[src/hdl/seven_segment_mux_display_core_assert.svh]
// Assertion macros for the seven-segment display core.
// Included by the modules that check their own logic; no other dependencies.
`ifndef SEVEN_SEGMENT_MUX_DISPLAY_CORE_ASSERT_SVH
`define SEVEN_SEGMENT_MUX_DISPLAY_CORE_ASSERT_SVH

// Clocked check, switched off while reset is asserted.
`define SSMD_ASSERT(label, clk, rstn, prop, msg) \
  label: assert property (@(posedge clk) disable iff (!rstn) prop) else $error(msg);

// Clocked check that also holds during reset.
`define SSMD_ASSERT_ALWAYS(label, clk, prop, msg) \
  label: assert property (@(posedge clk) prop) else $error(msg);

`endif

[src/hdl/ssmd_pkg.sv]
// Shared types, command codes and the glyph table for the display core.
// No dependencies.
package ssmd_pkg;

  localparam int unsigned DIGITS_DEF    = 3;
  localparam int unsigned MAX_VALUE_DEF = 999;

  // Decimal point bit in the ED.C GBFA segment map
  localparam logic [7:0] DP_BIT = 8'h20;

  // ASCII offsets
  localparam logic [7:0] ASCII_ZERO   = 8'h30;
  localparam logic [7:0] ASCII_NINE   = 8'h39;
  localparam logic [7:0] ASCII_UP_A   = 8'h41;
  localparam logic [7:0] ASCII_UP_Z   = 8'h5a;
  localparam logic [7:0] ASCII_LO_A   = 8'h61;
  localparam logic [7:0] ASCII_LO_Z   = 8'h7a;
  localparam logic [7:0] UPPER_OFFSET = 8'd55;
  localparam logic [7:0] LOWER_OFFSET = 8'd87;

  localparam int unsigned GLYPH_COUNT = 36;

  localparam logic [7:0] GLYPHS [GLYPH_COUNT] = '{
    8'hd7, 8'h14, 8'hcd, 8'h5d, 8'h1e, 8'h5b, 8'hdb, 8'h15, 8'hdf, 8'h5f,
    8'h9f, 8'hda, 8'hc3, 8'hdc, 8'hcb, 8'h8b, 8'hd3, 8'h9e, 8'h82, 8'hd4,
    8'h00, 8'hc2, 8'h00, 8'h97, 8'hd7, 8'h8f, 8'h1f, 8'h88, 8'h5b, 8'hca,
    8'hd6, 8'h00, 8'h00, 8'h00, 8'h5e, 8'h00
  };

  typedef enum logic [1:0] {
    CMD_TICK   = 2'd0,
    CMD_NUMBER = 2'd1,
    CMD_TEXT   = 2'd2
  } ssmd_cmd_e;

  typedef struct packed {
    logic [1:0]         cmd;
    logic signed [15:0] number;
    logic [7:0]         decimal_position;
    logic [7:0]         text_char;
    logic               text_first;
  } ssmd_in_t;

  typedef struct packed {
    logic [7:0]  segments;
    logic [2:0]  digit_select;
    logic [31:0] millisecond_count;
  } ssmd_out_t;

  // Decoded controls for the state update of one item
  typedef struct packed {
    logic fire;
    logic is_tick;
    logic is_number;
    logic number_ok;
    logic is_text;
    logic text_first;
    logic text_nul;
  } ssmd_ctrl_t;

  function automatic logic [7:0] glyph_lookup(input logic [5:0] idx);
    logic [7:0] pat;
    pat = 8'h00;
    if (32'(idx) < GLYPH_COUNT) begin
      pat = GLYPHS[idx];
    end
    return pat;
  endfunction

endpackage

[src/hdl/ssmd_num_conv.sv]
// Number to segment patterns: range check, decimal split, blanking, point.
// Depends on ssmd_pkg.
module ssmd_num_conv import ssmd_pkg::*; #(
  parameter int unsigned DIGITS    = DIGITS_DEF,
  parameter int unsigned MAX_VALUE = MAX_VALUE_DEF
) (
  input  logic signed [15:0]        number_i,
  input  logic [7:0]                decimal_position_i,
  output logic                      number_ok_o,
  output logic [DIGITS-1:0][7:0]    patterns_o
);

  logic [14:0] value;
  logic [14:0] quot [DIGITS+1];

  assign value       = number_i[14:0];
  assign number_ok_o = !number_i[15] && (value <= 15'(MAX_VALUE));

  // value / 10^k by reciprocal multiply, exact for 15-bit values
  assign quot[0] = value;
  for (genvar k = 1; k <= DIGITS; k++) begin : g_quot
    localparam int unsigned POW = 10 ** k;
    localparam int unsigned SH  = 15 + $clog2(POW);
    localparam longint unsigned RECIP = (64'd1 << SH) / POW + 64'd1;
    localparam logic [16:0] RW = 17'(RECIP);
    logic [31:0] prod;
    assign prod    = {17'd0, value} * {15'd0, RW};
    assign quot[k] = 15'(prod >> SH);
  end

  for (genvar k = 0; k < DIGITS; k++) begin : g_digit
    logic [14:0] tens;
    logic [3:0]  dgt;
    logic [7:0]  pat;
    logic        shown;
    assign tens  = (quot[k+1] << 3) + (quot[k+1] << 1);
    assign dgt   = 4'(quot[k] - tens);
    assign shown = (k == 0) || (quot[k] != 15'd0);
    always_comb begin
      pat = shown ? glyph_lookup({2'b00, dgt}) : 8'h00;
      if ((decimal_position_i != 8'd0) && (decimal_position_i == 8'(k))) begin
        pat = pat | DP_BIT;
      end else begin
        pat = pat & ~DP_BIT;
      end
    end
    assign patterns_o[k] = pat;
  end

endmodule

[src/hdl/ssmd_char_map.sv]
// ASCII character to segment pattern through the glyph table.
// Depends on ssmd_pkg.
module ssmd_char_map import ssmd_pkg::*; (
  input  logic [7:0] text_char_i,
  output logic [7:0] pattern_o
);

  logic [7:0] offs;

  always_comb begin
    offs      = 8'd0;
    pattern_o = 8'h00;
    if (text_char_i >= ASCII_ZERO && text_char_i <= ASCII_NINE) begin
      offs      = text_char_i - ASCII_ZERO;
      pattern_o = glyph_lookup(offs[5:0]);
    end else if (text_char_i >= ASCII_UP_A && text_char_i <= ASCII_UP_Z) begin
      offs      = text_char_i - UPPER_OFFSET;
      pattern_o = glyph_lookup(offs[5:0]);
    end else if (text_char_i >= ASCII_LO_A && text_char_i <= ASCII_LO_Z) begin
      offs      = text_char_i - LOWER_OFFSET;
      pattern_o = glyph_lookup(offs[5:0]);
    end
  end

endmodule

[src/hdl/ssmd_state.sv]
// Digit store, scan pointer, text pointer and millisecond counter.
// Depends on ssmd_pkg and the assertion macro header.
`include "seven_segment_mux_display_core_assert.svh"

module ssmd_state import ssmd_pkg::*; #(
  parameter int unsigned DIGITS = DIGITS_DEF
) (
  input  logic                   clk_i,
  input  logic                   rst_ni,
  input  ssmd_ctrl_t             ctrl_i,
  input  logic [DIGITS-1:0][7:0] num_patterns_i,
  input  logic [7:0]             char_pattern_i,
  output ssmd_out_t              result_o
);

  localparam int unsigned SW  = (DIGITS > 1) ? $clog2(DIGITS) : 1;
  localparam int unsigned TPW = $clog2(DIGITS + 1);

  logic [7:0]     store_q [DIGITS];
  logic [7:0]     store_d [DIGITS];
  logic [SW-1:0]  scan_q, scan_d;
  logic [TPW-1:0] text_q, text_d;
  logic [31:0]    tick_q, tick_d;

  logic [TPW-1:0] text_eff;
  logic [SW-1:0]  text_idx;
  logic [2:0]     sel;

  assign text_eff = ctrl_i.text_first ? '0 : text_q;
  // leftmost position first
  assign text_idx = SW'(DIGITS - 1 - 32'(text_eff));

  always_comb begin
    store_d = store_q;
    text_d  = text_q;
    scan_d  = scan_q;
    tick_d  = tick_q;
    if (ctrl_i.fire) begin
      if (ctrl_i.is_number && ctrl_i.number_ok) begin
        for (int i = 0; i < DIGITS; i++) begin
          store_d[i] = num_patterns_i[i];
        end
      end
      if (ctrl_i.is_text) begin
        text_d = text_eff;
        if (!ctrl_i.text_nul && (32'(text_eff) < DIGITS)) begin
          store_d[text_idx] = char_pattern_i;
          text_d            = text_eff + TPW'(1);
        end
      end
      if (ctrl_i.is_tick) begin
        tick_d = tick_q + 32'd1;
        scan_d = (32'(scan_q) == DIGITS - 1) ? '0 : scan_q + SW'(1);
      end
    end
  end

  always_ff @(posedge clk_i or negedge rst_ni) begin
    if (!rst_ni) begin
      for (int i = 0; i < DIGITS; i++) begin
        store_q[i] <= 8'h00;
      end
      scan_q <= '0;
      text_q <= '0;
      tick_q <= 32'd0;
    end else begin
      store_q <= store_d;
      scan_q  <= scan_d;
      text_q  <= text_d;
      tick_q  <= tick_d;
    end
  end

  // active-low select; scan positions beyond the three select lines read all ones
  always_comb begin
    sel = 3'b111;
    if (32'(scan_q) < 32'd3) begin
      sel = ~(3'b001 << scan_q);
    end
  end

  assign result_o.segments          = store_q[scan_q];
  assign result_o.digit_select      = sel;
  assign result_o.millisecond_count = tick_q + 32'd1;

  `SSMD_ASSERT(a_tick_step, clk_i, rst_ni, ctrl_i.fire && ctrl_i.is_tick |=> tick_q == $past(tick_q) + 32'd1, "counter did not advance on tick")
  `SSMD_ASSERT(a_scan_range, clk_i, rst_ni, 32'(scan_q) < DIGITS, "scan position out of range")
  `SSMD_ASSERT(a_text_range, clk_i, rst_ni, 32'(text_q) <= DIGITS, "text position past digit count")

endmodule

[src/hdl/seven_segment_mux_display_core.sv]
// Top level of the multiplexed seven-segment display core.
// Depends on ssmd_pkg, ssmd_num_conv, ssmd_char_map, ssmd_state, assertion macros.
//
//  channel | direction | handshake                 | payload
//  --------+-----------+---------------------------+-----------------------
//  in      | into core | in_valid_i / in_stall_o   | in_i  (ssmd_in_t)
//  out     | from core | out_valid_o / out_stall_i | out_o (ssmd_out_t)
//
// One beat per cycle while the output is not stalled: a beat is registered on
// entry, applied to the state as it leaves the input register, and a tick's
// result is registered in the output register on that same edge; writes give none.
// Reset clears the digit store (blank), scan and text pointers and the counter.
// A stalled output holds the input register; in_stall_o rises only when an
// item waits there and the output register is full and stalled.
`include "seven_segment_mux_display_core_assert.svh"

module seven_segment_mux_display_core import ssmd_pkg::*; #(
  parameter int unsigned DIGITS    = DIGITS_DEF,
  parameter int unsigned MAX_VALUE = MAX_VALUE_DEF
) (
  input  logic      clk_i,
  input  logic      rst_ni,
  input  logic      in_valid_i,
  output logic      in_stall_o,
  input  ssmd_in_t  in_i,
  output logic      out_valid_o,
  input  logic      out_stall_i,
  output ssmd_out_t out_o
);

  logic      in_valid_q;
  ssmd_in_t  in_q;
  logic      out_valid_q;
  ssmd_out_t out_q;

  logic       advance;
  ssmd_ctrl_t ctrl;
  ssmd_out_t  result;

  logic                   number_ok;
  logic [DIGITS-1:0][7:0] num_patterns;
  logic [7:0]             char_pattern;

  // the held item moves on whenever the output slot is free or being emptied
  assign advance    = !out_valid_q || !out_stall_i;
  assign in_stall_o = in_valid_q && !advance;

  always_ff @(posedge clk_i or negedge rst_ni) begin
    if (!rst_ni) begin
      in_valid_q <= 1'b0;
    end else if (!in_stall_o) begin
      in_valid_q <= in_valid_i;
    end
  end

  always_ff @(posedge clk_i) begin
    if (in_valid_i && !in_stall_o) begin
      in_q <= in_i;
    end
  end

  // decode
  assign ctrl.fire       = in_valid_q && advance;
  assign ctrl.is_tick    = (in_q.cmd == CMD_TICK);
  assign ctrl.is_number  = (in_q.cmd == CMD_NUMBER);
  assign ctrl.number_ok  = number_ok;
  assign ctrl.is_text    = (in_q.cmd == CMD_TEXT);
  assign ctrl.text_first = in_q.text_first;
  assign ctrl.text_nul   = (in_q.text_char == 8'h00);

  ssmd_num_conv #(
    .DIGITS    (DIGITS),
    .MAX_VALUE (MAX_VALUE)
  ) u_num_conv (
    .number_i           (in_q.number),
    .decimal_position_i (in_q.decimal_position),
    .number_ok_o        (number_ok),
    .patterns_o         (num_patterns)
  );

  ssmd_char_map u_char_map (
    .text_char_i (in_q.text_char),
    .pattern_o   (char_pattern)
  );

  ssmd_state #(
    .DIGITS (DIGITS)
  ) u_state (
    .clk_i          (clk_i),
    .rst_ni         (rst_ni),
    .ctrl_i         (ctrl),
    .num_patterns_i (num_patterns),
    .char_pattern_i (char_pattern),
    .result_o       (result)
  );

  // output register: only ticks make a beat
  always_ff @(posedge clk_i or negedge rst_ni) begin
    if (!rst_ni) begin
      out_valid_q <= 1'b0;
    end else if (advance) begin
      out_valid_q <= ctrl.fire && ctrl.is_tick;
    end
  end

  always_ff @(posedge clk_i) begin
    if (ctrl.fire && ctrl.is_tick) begin
      out_q <= result;
    end
  end

  assign out_valid_o = out_valid_q;
  assign out_o       = out_q;

  `SSMD_ASSERT(a_write_no_beat, clk_i, rst_ni, ctrl.fire && !ctrl.is_tick |=> !out_valid_o, "write item produced an output beat")
  `SSMD_ASSERT(a_select_onecold, clk_i, rst_ni, out_valid_o |-> $countones(~out_o.digit_select) <= 1, "more than one digit selected")
  `SSMD_ASSERT_ALWAYS(a_reset_empty, clk_i, !rst_ni |-> !in_stall_o, "stall raised during reset")

endmodule

[config.mk]
export PLATFORM = sky130hd
export DESIGN_NAME = seven_segment_mux_display_core
export DESIGN_NICKNAME = d
export VERILOG_FILES = /design/src/hdl/ssmd_pkg.sv /design/src/hdl/ssmd_num_conv.sv /design/src/hdl/ssmd_char_map.sv /design/src/hdl/ssmd_state.sv /design/src/hdl/seven_segment_mux_display_core.sv
export VERILOG_INCLUDE_DIRS = /design/src /design/src/hdl
export SDC_FILE = /design/constraint.sdc
export NUM_CORES = 1
export LEC_CHECK = 0
export BUFFER_PORTS_ARGS = -buffer_cell sky130_fd_sc_hd__buf_4
export CAP_MARGIN = 40
export CORE_UTILIZATION = 69
export DETAILED_ROUTE_END_ITERATION = 10
export PLACE_DENSITY = 0.95
export SYNTH_ARGS = -nofsm -noshare
export SYNTH_HDL_FRONTEND = slang
export SYNTH_SLANG_ARGS = --single-unit
[constraint.sdc]
create_clock -name clk_i -period 17.5 [get_ports clk_i]
set_input_delay 1.75 -clock clk_i [delete_from_list [all_inputs] [get_ports clk_i]]
set_output_delay 1.75 -clock clk_i [all_outputs]
set_load 0.03 [all_outputs]
==> summary by stage <==
Final layout
The count of nets after finishing is 2458. Fill cells in the final layout number 1461. Summing all flip-flop and latch instances after layout gives 0.00389 sq mm. In the final layout, the multi-input gates occupy 0.0130 sq mm. The proportion of layout cells with a drive suffix above 1 is 0.0779. 0 antenna diodes ended up in the layout.

The count of cells in the finished layout, fillers not included, comes to 2255. The synthesis-to-finish area growth is 8.56%.

Detailed routing
In the final routed layout, each cell accounts on average for 22.8 um. The violation count after the first detailed-route iteration is 1809. The first detailed-routing pass took 10 iterations. For this block, the via count after detailed routing is 15.3k. The routed design has 51.5 mm of wire.

The number of nets still failing antenna checks after routing is 0. The via density per instance is 6.80. In the routed design, unresolved DRC markers number 0.

Worst setup path
The origin of the critical flop-to-flop path is in_q[26]. The critical path endpoint category is a flop. The critical path class is flop to flop. The launching element type of the critical path is a flop. In this run the critical register-to-register path is captured at u_state.store_q[6].

STA puts the critical path data arrival time at 8.37 ns. Setup slack on the worst reg-to-reg path comes out at 9.52 ns. Along the worst path, the maximum fanout reaches 15. The depth of the worst register-to-register path is 26.

For the worst setup path, the data required time is 17.88 ns. The start point of the critical path is in_q[26].

Synthesis
The proportion of register bits with asynchronous set or reset after synthesis is 0.443. Synthesis inferred 140 register bits. Ranked by total cell area, the synthesized netlist is headed by sky130_fd_sc_hd__ha_1, sky130_fd_sc_hd__fa_1, sky130_fd_sc_hd__edfxtp_1. The total nets after synthesis is 2386. In the synthesized netlist the dominant register cell turns out to be sky130_fd_sc_hd__edfxtp_1. Each instance of the synthesized netlist takes up on average 9.86 sq um. The Yosys step of the flow raised 0 warnings. The share of synthesized area in the top cell type comes to 0.243.

The count of different cell masters after synthesis is 79. The cell count after synthesis is 1840. The area of the mapped netlist is 0.0181 sq mm.

The share of the Yosys chip area taken by registers is 0.215. The number of enable-type register cells in the synthesized netlist is 78. The post-synthesis cell type with the largest combined area is sky130_fd_sc_hd__ha_1.

Global routing
The initial antenna violation count is 1. For this run the aggregate overflow at the end of global routing stands at 0. In the global route stage, overall resource usage came out at 0.396. For met3 alone, demand over resource in global routing was 0.0808. The first global-routing pass estimated 81.2 mm of wire. Entering global routing, the biggest net connects 65 pins. The via count of the first global-routing pass came to 15.8k. The met2 demand-to-capacity share in global routing is 0.674. The met1 capacity usage during global routing is 0.448. After global routing, the most crowded layer is met2.

STA
The final critical-path required period is 7.98 ns. Setup violations remaining at the end of the flow were counted as 0. The clock arrives with 0.0176 ns of skew. The total count of max-transition violations in the final report came to 0. Dividing the final minimum period by the clock period gives 0.456. Setup total negative slack on the finished layout was measured at 0 ns. The number of hold violations in the final report is 0. The headroom to the max-slew limit is 0.385. The maximum clock rate is 125 MHz. Setup repair after global routing left no endpoint under its margin. The transition time at the pin with the least slew margin is 0.922 ns.

Placement
Detailed placement finished with a half-perimeter wire length of 38.6 mm. The global placer's final weighted congestion is 1.04. Buffers placed on the I/O ports in this run total 83. The number of cells after detailed placement is 2221.

Floorplanning
The number of cell rows is 58. The top-level port count is 84. In this run the horizontal extent of the chip is 164 um. After floorplanning, the core was sized to cover 0.0255 sq mm. The area of the die is 0.0269 sq mm. The die is 164 um tall. The starting utilization of the core area is 0.712.

Run
Across the run, the number of max-cap violations was 0.

Min path
The startpoint identified for the worst hold timing path is u_state.tick_q[14]. The number of instances on the worst hold path is 1. For hold timing, the worst endpoint is u_state.tick_q[14].

The path category of the worst min-delay check is flop to flop.

Status
The flow ran to the end, and the final reports show no timing, DRC or antenna violations.

Clock network
The number of setup buffers added after CTS is 0. Clock latency on the worst-skew pair, taken at its later pin, is 0.46 ns. The maximum root-to-sink buffer count is 2. CTS placed an instance of sky130_fd_sc_hd__clkbuf_16 at the clock tree root. The number of buffers added by the clock tree synthesis step is 17. The number of H-tree branching levels is 4. The TritonCTS clock tree is yes. The total clock sinks is 140. The clock-pin transition on the worst setup and hold timing paths is 0.08 ns. The number of gates resized after CTS is 0. The hold buffer count at cts is 0.
[per-layer routing]
layer,vias up,share of wire
li1,6515,-
met1,7269,0.35
met2,1184,0.48
met3,364,0.093
met4,2,0.073
met5,-,0.00025
[final cells by class]
class	count	area share
clock inverter	15	0.00845
clock buffer	17	0.0216
tap	330	0.0210
multi-input combinational	1365	0.659
sequential	140	0.198
timing repair buffer	93	0.0358
inverter	295	0.0563
[cells in the final DEF, fill, tap and decap left out, types with 6 or more instances in the layout]
master,n
sky130_fd_sc_hd__a211o_1,9
sky130_fd_sc_hd__a211oi_1,10
sky130_fd_sc_hd__a21o_1,23
sky130_fd_sc_hd__a21oi_1,84
sky130_fd_sc_hd__a221oi_1,11
sky130_fd_sc_hd__a22oi_1,14
sky130_fd_sc_hd__a311oi_1,6
sky130_fd_sc_hd__a31oi_1,13
sky130_fd_sc_hd__and2_1,11
sky130_fd_sc_hd__and3_1,22
sky130_fd_sc_hd__buf_4,89
sky130_fd_sc_hd__clkbuf_16,17
sky130_fd_sc_hd__dfrtp_1,62
sky130_fd_sc_hd__edfxtp_1,78
sky130_fd_sc_hd__fa_1,155
sky130_fd_sc_hd__ha_1,352
sky130_fd_sc_hd__inv_1,289
sky130_fd_sc_hd__mux2i_1,21
sky130_fd_sc_hd__nand2_1,117
sky130_fd_sc_hd__nand2b_1,13
sky130_fd_sc_hd__nand3_1,44
sky130_fd_sc_hd__nand4_1,15
sky130_fd_sc_hd__nor2_1,74
sky130_fd_sc_hd__nor2b_1,12
sky130_fd_sc_hd__nor3_1,28
sky130_fd_sc_hd__o211ai_1,17
sky130_fd_sc_hd__o21a_1,8
sky130_fd_sc_hd__o21ai_0,65
sky130_fd_sc_hd__o21ai_1,13
sky130_fd_sc_hd__o22ai_1,8
sky130_fd_sc_hd__o31ai_1,11
sky130_fd_sc_hd__or3_1,7
sky130_fd_sc_hd__xnor2_1,59
sky130_fd_sc_hd__xor2_1,49
[state kept, by name, indices dropped and copies added, names as in the netlist]
register / count
ctrl: 1
in_q: 34
in_valid_q: 1
out_o: 43
out_valid_o: 1
u_state.scan_q: 2
u_state.store_q: 24
u_state.text_q: 2
u_state.tick_q: 32
[critical path, stage by stage (launching register included)]
cell                       delay (ns)
sky130_fd_sc_hd__edfxtp_1        0.96
sky130_fd_sc_hd__ha_1            0.48
sky130_fd_sc_hd__inv_1           0.10
sky130_fd_sc_hd__fa_1            0.52
sky130_fd_sc_hd__inv_1           0.06
sky130_fd_sc_hd__fa_1            0.48
sky130_fd_sc_hd__fa_1            0.49
sky130_fd_sc_hd__inv_1           0.06
sky130_fd_sc_hd__fa_1            0.54
sky130_fd_sc_hd__inv_1           0.05
sky130_fd_sc_hd__ha_1            0.33
sky130_fd_sc_hd__nand3_1         0.13
sky130_fd_sc_hd__or4_1           0.53
sky130_fd_sc_hd__a211o_1         0.30
sky130_fd_sc_hd__a21oi_4         0.22
sky130_fd_sc_hd__or2b_4          0.19
sky130_fd_sc_hd__xor2_4          0.24
sky130_fd_sc_hd__inv_1           0.07
sky130_fd_sc_hd__ha_1            0.23
sky130_fd_sc_hd__xnor2_1         0.26
sky130_fd_sc_hd__xnor2_1         0.14
sky130_fd_sc_hd__xnor2_1         0.16
sky130_fd_sc_hd__xnor2_1         0.18
sky130_fd_sc_hd__xnor2_1         0.27
sky130_fd_sc_hd__clkbuf_4        0.27
sky130_fd_sc_hd__mux4_2          0.51
sky130_fd_sc_hd__o21ai_1         0.14
[cells by family after synthesis]
group | count (synthesis) | synth area share
AO/OA/AOI/OAI | 338 | 0.124
XOR/XNOR | 112 | 0.0571
adder cells (fa/ha/maj) | 507 | 0.414
buffers and inverters | 335 | 0.0698
flip-flops | 140 | 0.215
multiplexers | 29 | 0.0184
AND/OR/NAND/NOR | 379 | 0.102
[worst max-delay path by stage]
stage               cells past startpoint                  end
floorplan                              25  u_state.store_q[18]
global placement                       25   u_state.store_q[6]
detailed placement                     25   u_state.store_q[6]
CTS                                    25   u_state.store_q[6]
global route                           27   u_state.store_q[6]
finish                                 26   u_state.store_q[6]
[through the flow]
step                hold WS [ns]  instance area (sq um)   util  setup slack, ns
floorplan                  0.439                  18100      -            10.77
global placement           0.453                  19100  0.748             9.73
detailed placement         0.478                  19100  0.749             9.51
CTS                        0.518                  19700  0.772             9.28
global route               0.527                  19700  0.773             9.29
finish                     0.521                  19700  0.773             9.52
[Yosys cell counts, types with 10 or more instances]
library cell	instances
sky130_fd_sc_hd__a211oi_1	10
sky130_fd_sc_hd__a21o_1	23
sky130_fd_sc_hd__a21oi_1	84
sky130_fd_sc_hd__a221oi_1	11
sky130_fd_sc_hd__a22oi_1	14
sky130_fd_sc_hd__a31oi_1	13
sky130_fd_sc_hd__and2_1	12
sky130_fd_sc_hd__and3_1	22
sky130_fd_sc_hd__clkbuf_1	33
sky130_fd_sc_hd__dfrtp_1	62
sky130_fd_sc_hd__edfxtp_1	78
sky130_fd_sc_hd__fa_1	155
sky130_fd_sc_hd__ha_1	352
sky130_fd_sc_hd__inv_1	290
sky130_fd_sc_hd__mux2i_1	21
sky130_fd_sc_hd__nand2_1	117
sky130_fd_sc_hd__nand2b_1	13
sky130_fd_sc_hd__nand3_1	44
sky130_fd_sc_hd__nand4_1	15
sky130_fd_sc_hd__nor2_1	74
sky130_fd_sc_hd__nor2b_1	12
sky130_fd_sc_hd__nor3_1	28
sky130_fd_sc_hd__o211ai_1	17
sky130_fd_sc_hd__o21ai_0	65
sky130_fd_sc_hd__o21ai_1	13
sky130_fd_sc_hd__o31ai_1	11
sky130_fd_sc_hd__xnor2_1	59
sky130_fd_sc_hd__xor2_1	49
Power is not shown: default switching activity piles up to over one toggle a cycle in this logic, so the estimate is an artifact.
